## src/hw/rtl/sorted_priority_queue_macros.svh

```systemverilog
`ifndef SORTED_PRIORITY_QUEUE_MACROS_SVH
`define SORTED_PRIORITY_QUEUE_MACROS_SVH

// same-cycle implication, disabled in reset
`define SPQ_ASSERT_NOW(name, ante, cons, msg) \
   name: assert property (@(posedge clock) disable iff (reset) (ante) |-> (cons)) \
      else $error(msg);

// next-cycle implication, disabled in reset
`define SPQ_ASSERT_NEXT(name, ante, cons, msg) \
   name: assert property (@(posedge clock) disable iff (reset) (ante) |=> (cons)) \
      else $error(msg);

`endif

```

## src/hw/rtl/spq_pkg.sv

```systemverilog
`timescale 1ns / 1ps
`default_nettype none

package spq_pkg;

   localparam int DATA_W   = 32;
   localparam int STATUS_W = 2;
   localparam int OCC_W    = 5;

   typedef logic signed [DATA_W-1:0] data_type;

   typedef enum logic [STATUS_W-1:0] {
      ST_OK    = 2'd0,
      ST_EMPTY = 2'd1,
      ST_FULL  = 2'd2
   } status_type;

   typedef enum logic {
      MODE_PUSH = 1'b0,
      MODE_POP  = 1'b1
   } mode_type;

   typedef struct packed {
      logic load;
      logic push;
      logic pop;
   } cmd_type;

   // a <= b ordering on (priority, value), signed
   function automatic logic pair_le(data_type pa, data_type va, data_type pb, data_type vb);
      logic r;
      if (pa != pb) begin
         r = (pa < pb);
      end else begin
         r = (va <= vb);
      end
      return r;
   endfunction

endpackage

`default_nettype wire

```

## src/hw/rtl/spq_ctrl.sv

```systemverilog
`timescale 1ns / 1ps
`default_nettype none

module spq_ctrl (
   input  wire logic            clock,
   input  wire logic            reset,
   input  wire logic            req_tvalid,
   output      logic            req_tready,
   input  wire logic            req_tuser,
   output      logic            rsp_tvalid,
   input  wire logic            rsp_tready,
   output      spq_pkg::cmd_type cmd
);
   import spq_pkg::*;

   typedef enum logic {
      S_IDLE,
      S_HOLD
   } state_type;

   state_type state_ff;
   state_type state_in;

   // output slot is free when empty or being drained this cycle
   assign req_tready = (state_ff == S_IDLE) || rsp_tready;
   assign rsp_tvalid = (state_ff == S_HOLD);

   always_comb begin
      cmd.load = req_tvalid && req_tready;
      cmd.push = cmd.load && (mode_type'(req_tuser) == MODE_PUSH);
      cmd.pop  = cmd.load && (mode_type'(req_tuser) == MODE_POP);
   end

   always_comb begin
      state_in = state_ff;
      case (state_ff)
         S_IDLE: begin
            if (cmd.load) begin
               state_in = S_HOLD;
            end
         end
         S_HOLD: begin
            if (cmd.load) begin
               state_in = S_HOLD;
            end else if (rsp_tready) begin
               state_in = S_IDLE;
            end
         end
         default: begin
            state_in = S_IDLE;
         end
      endcase
   end

   always_ff @(posedge clock) begin
      if (reset) begin
         state_ff <= S_IDLE;
      end else begin
         state_ff <= state_in;
      end
   end

endmodule

`default_nettype wire

```

## src/hw/rtl/spq_datapath.sv

```systemverilog
`timescale 1ns / 1ps
`default_nettype none

`include "sorted_priority_queue_macros.svh"

module spq_datapath #(
   parameter int CAPACITY = 16
) (
   input  wire logic                              clock,
   input  wire logic                              reset,
   input  wire spq_pkg::cmd_type                  cmd,
   input  wire spq_pkg::data_type                 entry_priority,
   input  wire spq_pkg::data_type                 entry_value,
   output      logic [spq_pkg::STATUS_W-1:0]      status,
   output      logic                              head_valid,
   output      spq_pkg::data_type                 head_priority,
   output      spq_pkg::data_type                 head_value,
   output      logic [spq_pkg::OCC_W-1:0]         occupancy
);
   import spq_pkg::*;

   localparam int CW = $clog2(CAPACITY + 1);
   localparam logic [CW-1:0] CAP_CNT = CW'(CAPACITY);

   data_type slot_pri_ff [CAPACITY];
   data_type slot_val_ff [CAPACITY];
   data_type slot_pri_in [CAPACITY];
   data_type slot_val_in [CAPACITY];
   logic [CW-1:0] count_ff;
   logic [CW-1:0] count_in;
   status_type status_ff;
   status_type status_in;
   logic [CAPACITY-1:0] le;
   logic is_full;
   logic is_empty;
   logic do_push;
   logic do_pop;
   logic [31:0] count_wide;

   assign is_full  = (count_ff == CAP_CNT);
   assign is_empty = (count_ff == '0);
   assign do_push  = cmd.push && !is_full;
   assign do_pop   = cmd.pop && !is_empty;

   // le is a prefix of ones over the occupied cells: insert point is its end
   for (genvar i = 0; i < CAPACITY; i++) begin : g_cell
      localparam logic [CW-1:0] IDX = CW'(i);
      assign le[i] = (IDX < count_ff) &&
                     pair_le(slot_pri_ff[i], slot_val_ff[i], entry_priority, entry_value);

      always_comb begin
         slot_pri_in[i] = slot_pri_ff[i];
         slot_val_in[i] = slot_val_ff[i];
         if (do_push) begin
            if (!le[i]) begin
               if (i == 0) begin
                  slot_pri_in[i] = entry_priority;
                  slot_val_in[i] = entry_value;
               end else if (le[(i == 0) ? 0 : i-1]) begin
                  slot_pri_in[i] = entry_priority;
                  slot_val_in[i] = entry_value;
               end else begin
                  slot_pri_in[i] = slot_pri_ff[(i == 0) ? 0 : i-1];
                  slot_val_in[i] = slot_val_ff[(i == 0) ? 0 : i-1];
               end
            end
         end else if (do_pop && (i < CAPACITY-1)) begin
            slot_pri_in[i] = slot_pri_ff[(i < CAPACITY-1) ? i+1 : i];
            slot_val_in[i] = slot_val_ff[(i < CAPACITY-1) ? i+1 : i];
         end
      end
   end

   always_comb begin
      count_in  = count_ff;
      status_in = status_ff;
      if (cmd.load) begin
         status_in = ST_OK;
         if (cmd.push && is_full) begin
            status_in = ST_FULL;
         end
         if (cmd.pop && is_empty) begin
            status_in = ST_EMPTY;
         end
      end
      if (do_push) begin
         count_in = count_ff + CW'(1);
      end else if (do_pop) begin
         count_in = count_ff - CW'(1);
      end
   end

   always_ff @(posedge clock) begin
      if (reset) begin
         count_ff <= '0;
      end else begin
         count_ff <= count_in;
      end
   end

   always_ff @(posedge clock) begin
      status_ff <= status_in;
      for (int k = 0; k < CAPACITY; k++) begin
         slot_pri_ff[k] <= slot_pri_in[k];
         slot_val_ff[k] <= slot_val_in[k];
      end
   end

   // result is read straight from the state: it only changes as a new item loads or on reset
   assign count_wide    = 32'(count_ff);
   assign status        = status_ff;
   assign head_valid    = !is_empty;
   assign head_priority = is_empty ? '0 : slot_pri_ff[0];
   assign head_value    = is_empty ? '0 : slot_val_ff[0];
   assign occupancy     = count_wide[OCC_W-1:0];

   `SPQ_ASSERT_NOW(a_count_bound, 1'b1, count_ff <= CAP_CNT, "count above capacity")
   `SPQ_ASSERT_NEXT(a_push_grows, do_push, count_ff == $past(count_ff) + CW'(1), "push lost")
   `SPQ_ASSERT_NEXT(a_pop_shrinks, do_pop, count_ff == $past(count_ff) - CW'(1), "pop lost")
   `SPQ_ASSERT_NEXT(a_full_holds, cmd.push && is_full,
                    $stable(count_ff) && (status_ff == ST_FULL), "full push changed state")
   `SPQ_ASSERT_NOW(a_head_order, count_ff >= CW'(2),
                   pair_le(slot_pri_ff[0], slot_val_ff[0], slot_pri_ff[1], slot_val_ff[1]),
                   "head out of order")

endmodule

`default_nettype wire

```

## src/hw/rtl/sorted_priority_queue.sv

```systemverilog
`timescale 1ns / 1ps
`default_nettype none

// Channel  Dir  Ports                  Payload
// req      in   req_tvalid/tready      tuser: mode; tdata: entry_priority, entry_value
// rsp      out  rsp_tvalid/tready      tdata: status, head_valid, head_priority,
//                                             head_value, occupancy
//
// One item per cycle while rsp is not stalled: a push or pop updates the sorted
// cell array in the cycle it is accepted, its result is shown from the next cycle on.
// A new item is taken in the same cycle the pending result is taken.
// Synchronous active-high reset empties the queue; cell contents are not cleared.
// rsp stall holds req_tready low once a result is pending.

module sorted_priority_queue #(
   parameter int CAPACITY = 16
) (
   input  wire logic        clock,
   input  wire logic        reset,
   input  wire logic        req_tvalid,
   output      logic        req_tready,
   input  wire logic [63:0] req_tdata,   // entry_priority[31:0], entry_value[63:32]
   input  wire logic        req_tuser,   // mode[0]
   output      logic        rsp_tvalid,
   input  wire logic        rsp_tready,
   output      logic [71:0] rsp_tdata    // status[1:0], head_valid[2], head_priority[34:3],
                                         // head_value[66:35], occupancy[71:67]
);
   import spq_pkg::*;

   cmd_type cmd;
   logic [STATUS_W-1:0] status;
   logic head_valid;
   data_type head_priority;
   data_type head_value;
   logic [OCC_W-1:0] occupancy;

   spq_ctrl u_ctrl (
      .clock      (clock),
      .reset      (reset),
      .req_tvalid (req_tvalid),
      .req_tready (req_tready),
      .req_tuser  (req_tuser),
      .rsp_tvalid (rsp_tvalid),
      .rsp_tready (rsp_tready),
      .cmd        (cmd)
   );

   spq_datapath #(
      .CAPACITY (CAPACITY)
   ) u_datapath (
      .clock          (clock),
      .reset          (reset),
      .cmd            (cmd),
      .entry_priority (req_tdata[31:0]),
      .entry_value    (req_tdata[63:32]),
      .status         (status),
      .head_valid     (head_valid),
      .head_priority  (head_priority),
      .head_value     (head_value),
      .occupancy      (occupancy)
   );

   assign rsp_tdata = {occupancy, head_value, head_priority, head_valid, status};

endmodule

`default_nettype wire

```

## config.mk

```make
export PLATFORM = sky130hd
export DESIGN_NAME = sorted_priority_queue
export DESIGN_NICKNAME = d
export VERILOG_FILES = /design/src/hw/rtl/spq_pkg.sv /design/src/hw/rtl/spq_ctrl.sv /design/src/hw/rtl/spq_datapath.sv /design/src/hw/rtl/sorted_priority_queue.sv
export VERILOG_INCLUDE_DIRS = /design/src /design/src/hw/rtl
export SDC_FILE = /design/constraint.sdc
export NUM_CORES = 2
export LEC_CHECK = 0
export BUFFER_PORTS_ARGS = -buffer_cell sky130_fd_sc_hd__buf_2
export CAP_MARGIN = 20
export CORE_MARGIN = 2
export CORE_UTILIZATION = 38
export DETAILED_ROUTE_END_ITERATION = 16
export SLEW_MARGIN = 20
export SYNTH_ARGS = -nofsm -noshare
export SYNTH_HDL_FRONTEND = slang
export SYNTH_HIERARCHICAL = 1
export SYNTH_SLANG_ARGS = --single-unit
export TNS_END_PERCENT = 20
```

## constraint.sdc

```tcl
create_clock -name clock -period 11.1 [get_ports clock]
set_input_delay 0.555 -clock clock [delete_from_list [all_inputs] [get_ports clock]]
set_output_delay 0.555 -clock clock [all_outputs]
set_load 0.005 [all_outputs]
```

# Word level (Yosys, flattened, before mapping)
# Memory sizes are Yosys's and may differ from the RTL's.
# Index checks and enable logic that the tools add are counted.
[word_totals]
ramBits = 1024
register_bits = 8
input_bits = 69
n_memories = 2
elab_cells = 251
out_inout_bits = 74
[memory_table]
columns = ["name", "words", "width", "rd", "rd_clocked_by_memory_dff", "write_ports", "line", "text"]
rows = [
  ["u_datapath.slot_pri_ff", 16, 32, 16, 0, 16, "spq_datapath.sv:25", "data_type slot_pri_ff [CAPACITY];"],
  ["u_datapath.slot_val_ff", 16, 32, 16, 0, 16, "spq_datapath.sv:26", "data_type slot_val_ff [CAPACITY];"],
]
[classes]
reduce_logical = 28
add_sub_neg = 2
n_bitwise = 2
n_eq_ne = 17
order_cmp = 48
n_mux = 149
[op_table]
columns = ["op", "count"]
rows = [
  ["$mux W32", 126],
  ["$le A32 B32 Y1", 16],
  ["$lt A32 B32 Y1", 16],
  ["$ne A32 B32 Y1", 16],
  ["$lt A4 B5 Y1 const A", 8],
  ["$logic_and A1 B1 Y1", 23],
  ["$lt A3 B5 Y1 const A", 4],
  ["$mux W1", 19],
  ["$lt A1 B5 Y1 const A", 2],
  ["$lt A2 B5 Y1 const A", 2],
  ["$mux W5", 2],
  ["$add A5 B1 Y5 const B", 1],
  ["$eq A5 B5 Y1 const B", 1],
  ["$logic_not A5 Y1", 1],
  ["$sub A5 B1 Y5 const B", 1],
  ["$logic_not A1 Y1", 2],
  ["$mux W2", 1],
  ["$not A1 Y1", 2],
  ["$pmux W1 S2", 1],
  ["$reduce_bool A2 Y1", 1],
  ["$logic_or A1 B1 Y1", 1],
]

# Depth between registers and ports, before layout
[logic_depth]
word_depth = 7
ltp_mapped = 15

# By module
# The synthesis kept the hierarchy.
[modules_own_cells]
columns = ["module", "cells_each", "instances", "area_per_inst_um2", "seq_area_each_um2"]
rows = [
  ["spq_datapath", 7508, 1, 74581.5, 30909.6],
  ["spq_ctrl", 7, 1, 67.6, 20.0],
  ["sorted_priority_queue", 1, 1, 7.5, 0.0],
]

# Worst setup path after synthesis
# No wires, ideal clock.
[synth_timing]
path_kind = "input port to flip-flop"
startpoint = "in req_tdata[26]"
endpoint = "mem u_datapath/slot_pri_ff[0][100] (netlist name) (enable)"
setup_time_ns = 0.574
t_arrival_ns = 7.805
stages = 14
setup_slack_ns = 2.720
required_time_ns = 10.526
path_cell_list = "clkbuf_1 inv_1 ha_1 nand4_1 or4_1 nor3_1 and2_1 o31a_1 o21ai_0 o211a_1 clkbuf_1 buf_4 buf_4 o21ai_0"
[synth_lines]
columns = ["item", "line", "text"]
rows = [
  ["start: declaration", "sorted_priority_queue.sv:22", "input wire logic [63:0] req_tdata,"],
  ["end: declaration", "spq_datapath.sv:25", ""],
]

==> flow_summary.toml <==
[setup_path]
start_kind = "input port"
cp.required_ns = 11.52
cp_top_family = "simple AND/OR/NAND/NOR gates"
crit_slowest_cell = "or3b_4"
cp_slowest_stage_delay_ns = 0.94
worstPathMaxFanout = 34
path_common_cell = "nand2_1"
crit_arrival_ns = 6.62
r2r_slack_ns = 5.01
crit_buf_inv = 3
setup.worst_path.end_class = "flop"
path_cells = "buf_2 > inv_1 > ha_1 > nand4_1 > nor4_1 > nand3_1 > a31oi_1 > nand2_1 > mux2i_1 > or3b_4 > nand2_1 > nand2_4 > buf_4"
worstSetupPathType = "input port to flop"

[cells_and_area]
layout_commonest_cell = "ha_1"
area_growth_pct = 9.47
nNetsFinal = 8495
multi_input_area_um2 = 41600
fillCellCount = 18888
regArea_um2 = 30900
mostFrequentLayoutCells = "1,027 x ha_1, 1,026 x edfxtp_1, 971 x a21oi_1"
post-route-cell-area_um2 = 81700
final_core_util_pct = 41.9
layout-drive-gt1-share_pct = 7.96

[sta]
rsz0062_at_grt = "no"
slew_violations = 0
final_hold_viol_count = 0
final.period_utilization_pct = 55.8
fin_setup_tns_ns = 0
slew_headroom_pct = 14.2
period_minus_slack_ns = 6.19
skew_ns = 0.0387
finalSetupViolations = 0
fmax_mhz = 161
tightestPinTransition_ns = 1.28

[pwr]
vdd_ir_drop_max_uv = 139
power.density_nw_per_um2 = 157
leakagePower_nw = 32.6

[synthesis]
syn_area_um2 = 74700
ys_ff_latch = 1032
yosys_warnings = 6
synth_top_flop_cell = "edfxtp_1"
synth-edff-count = 1026
synth_cells = 7516
async_reset_ff_share_pct = 0
synth.avg_cell_area_um2 = 9.93
synth.net_count = 8612
ys_types = 80
synth_seq_area_share_pct = 41.4

[die]
start_util_pct = 38.3
core-area_um2 = 195000
die_h_um = 447
dieArea_um2 = 200000
fp-row-count = 162
die_w_um = 447
boundaryPins = 143

[placed_design]
place.port_buffers = 142
place_area_um2 = 77800
dp_hpwl_mm = 222
gp_congestion = 0.988

[clock_network]
cts_buffers = 121
cts.hold.buffers_added = 0
cts-root-buf = "clkbuf_16"
htree_levels = 3
clk_latency_ns = 0.82
clk_pin_slew_worst_paths_ns = 0.07
clock-sinks = 1032
post_cts_resized = 0
cts_tree = "done"
cts_setup_buffers = 0
clk_path_buf_depth = 3

[grt]
first_global_vias = 61077
grt_util_met1_pct = 41.3
grt_pass1_wl_mm = 452
grt_use_met2_pct = 47.8
grtUsageMet3_pct = 6.10
gr-max-usage-layer = "met2"
grtUsageTotal_pct = 31.2
overflow = 0
grt_max_degree = 175
antenna_found_initial = 28

[detailed_routing]
drc = 0
first_iter_violations = 9259
drt_first_pass_iters = 6
drt_wl_total_mm = 322
vias_per_cell = 6.48
wire_per_inst_um = 31.8
drtAntennaViolNets = 0
num_vias = 65659

[run]
max_cap_violations = 0

[run_status]
outcome = "complete, no violations"

[hold_path]
hold_class = "input port to flop"
-- tightest hold or removal path, delay by kind of cell --
family                 cells  cell delay (ns)
buffers and inverters      1             0.08
and+or+nand+nor            1             0.12
AOI/OAI and AO/OA          1             0.06
-- cell families (layout without fill, tap and decap cells) --
group	Yosys count	count (layout)	synth area share, %
multiplexers	516	516	7.03
buffers and inverters	610	597	3.34
flip-flops	1032	1032	41.4
XOR/XNOR	10	10	0.117
adder cells (fa/ha/maj)	1027	1027	17.2
AND/OR/NAND/NOR	2359	2359	14.5
other	0	10	0
AO/OA/AOI/OAI	1962	1962	16.3
-- Yosys cell counts (6+ instances only) --
| cell type | count | share of area [%] |
|---|---|---|
| a2111o_1 | 9 | 0.14 |
| a2111oi_0 | 7 | 0.082 |
| a211oi_1 | 33 | 0.33 |
| a21boi_0 | 14 | 0.14 |
| a21o_1 | 80 | 0.80 |
| a21oi_1 | 972 | 6.5 |
| a221o_1 | 71 | 0.95 |
| a221oi_1 | 25 | 0.29 |
| a22oi_1 | 10 | 0.10 |
| a31oi_1 | 16 | 0.13 |
| and2_1 | 69 | 0.58 |
| and3_1 | 65 | 0.54 |
| and4_1 | 32 | 0.38 |
| buf_1 | 20 | 0.10 |
| buf_2 | 45 | 0.30 |
| buf_4 | 27 | 0.27 |
| clkbuf_1 | 378 | 1.9 |
| dfxtp_1 | 6 | 0.16 |
| edfxtp_1 | 1026 | 41 |
| ha_1 | 1027 | 17 |
| inv_1 | 134 | 0.67 |
| mux2_2 | 65 | 0.98 |
| mux2i_1 | 451 | 6.0 |
| nand2_1 | 805 | 4.0 |
| nand2b_1 | 18 | 0.15 |
| nand3_1 | 366 | 2.5 |
| nand4_1 | 197 | 1.7 |
| nor2_1 | 589 | 3.0 |
| nor2b_1 | 39 | 0.33 |
| nor3_1 | 103 | 0.69 |
| nor4_1 | 27 | 0.23 |
| o211a_1 | 10 | 0.13 |
| o211ai_1 | 286 | 2.9 |
| o21a_1 | 17 | 0.17 |
| o21ai_0 | 271 | 1.8 |
| o21bai_1 | 7 | 0.070 |
| o221a_1 | 6 | 0.090 |
| o221a_2 | 58 | 0.87 |
| o221ai_1 | 20 | 0.23 |
| o31ai_1 | 9 | 0.090 |
| or3_1 | 8 | 0.067 |
| or4_1 | 13 | 0.13 |
-- through the flow --
| step | hold WS (ns) | power [mW] | cells | worst slack, ns |
|---|---|---|---|---|
| global route | 0.0448 | 13.2 | 10132 | 4.87 |
| floorplan | 0.510 | 7.23 | 7516 | 2.72 |
| detailed placement | 0.525 | 8.68 | 9900 | 4.27 |
| CTS | 0.0164 | 12.7 | 10127 | 5.13 |
| finish | 0.0520 | 12.8 | 10137 | 4.91 |
| global placement | 0.503 | 8.60 | 9900 | 4.37 |
-- final cells by class --
class | instances | area share [%]
antenna | 10 | 0.0306
inverter | 134 | 0.615
timing repair buffer | 236 | 1.81
clock buffer | 144 | 3.91
clock inverter | 83 | 0.837
tap | 2624 | 4.02
sequential | 1032 | 37.8
multi-input combinational | 5874 | 50.9
-- final timing paths --
check,to,depth (start not counted),start
max,u_datapath/slot_pri_ff[0][201],13,req_tdata[24]
min,u_ctrl/rsp_tvalid,3,rsp_tready
max reg2reg,u_datapath/slot_pri_ff[0][201],11,u_datapath/slot_pri_ff[0][219]
min reg2reg,u_ctrl/rsp_tvalid,2,u_ctrl/rsp_tvalid
-- layer usage --
layer,up-vias,routed length [um]
met3,813,32900
met1,32288,128000
met4,8,20500
met5,-,38
met2,4020,141000
li1,28530,-
-- power breakdown --
part | total (mW) | internal, mW | leakage, nW | switching, mW
clock | 4.08 | 2.24 | 1.89 | 1.84
sequential | 5.40 | 4.90 | 9.68 | 0.495
combinational | 3.34 | 1.06 | 21.0 | 2.28
-- state kept, by name, summed over array words and instances (netlist names) --
signal / cells
u_datapath/status: 2
u_datapath/slot_val_ff: 512
u_datapath/slot_pri_ff: 512
u_ctrl/rsp_tvalid: 1
u_datapath/occupancy: 5
No activity file was read; power rests on OpenSTA's default activity.
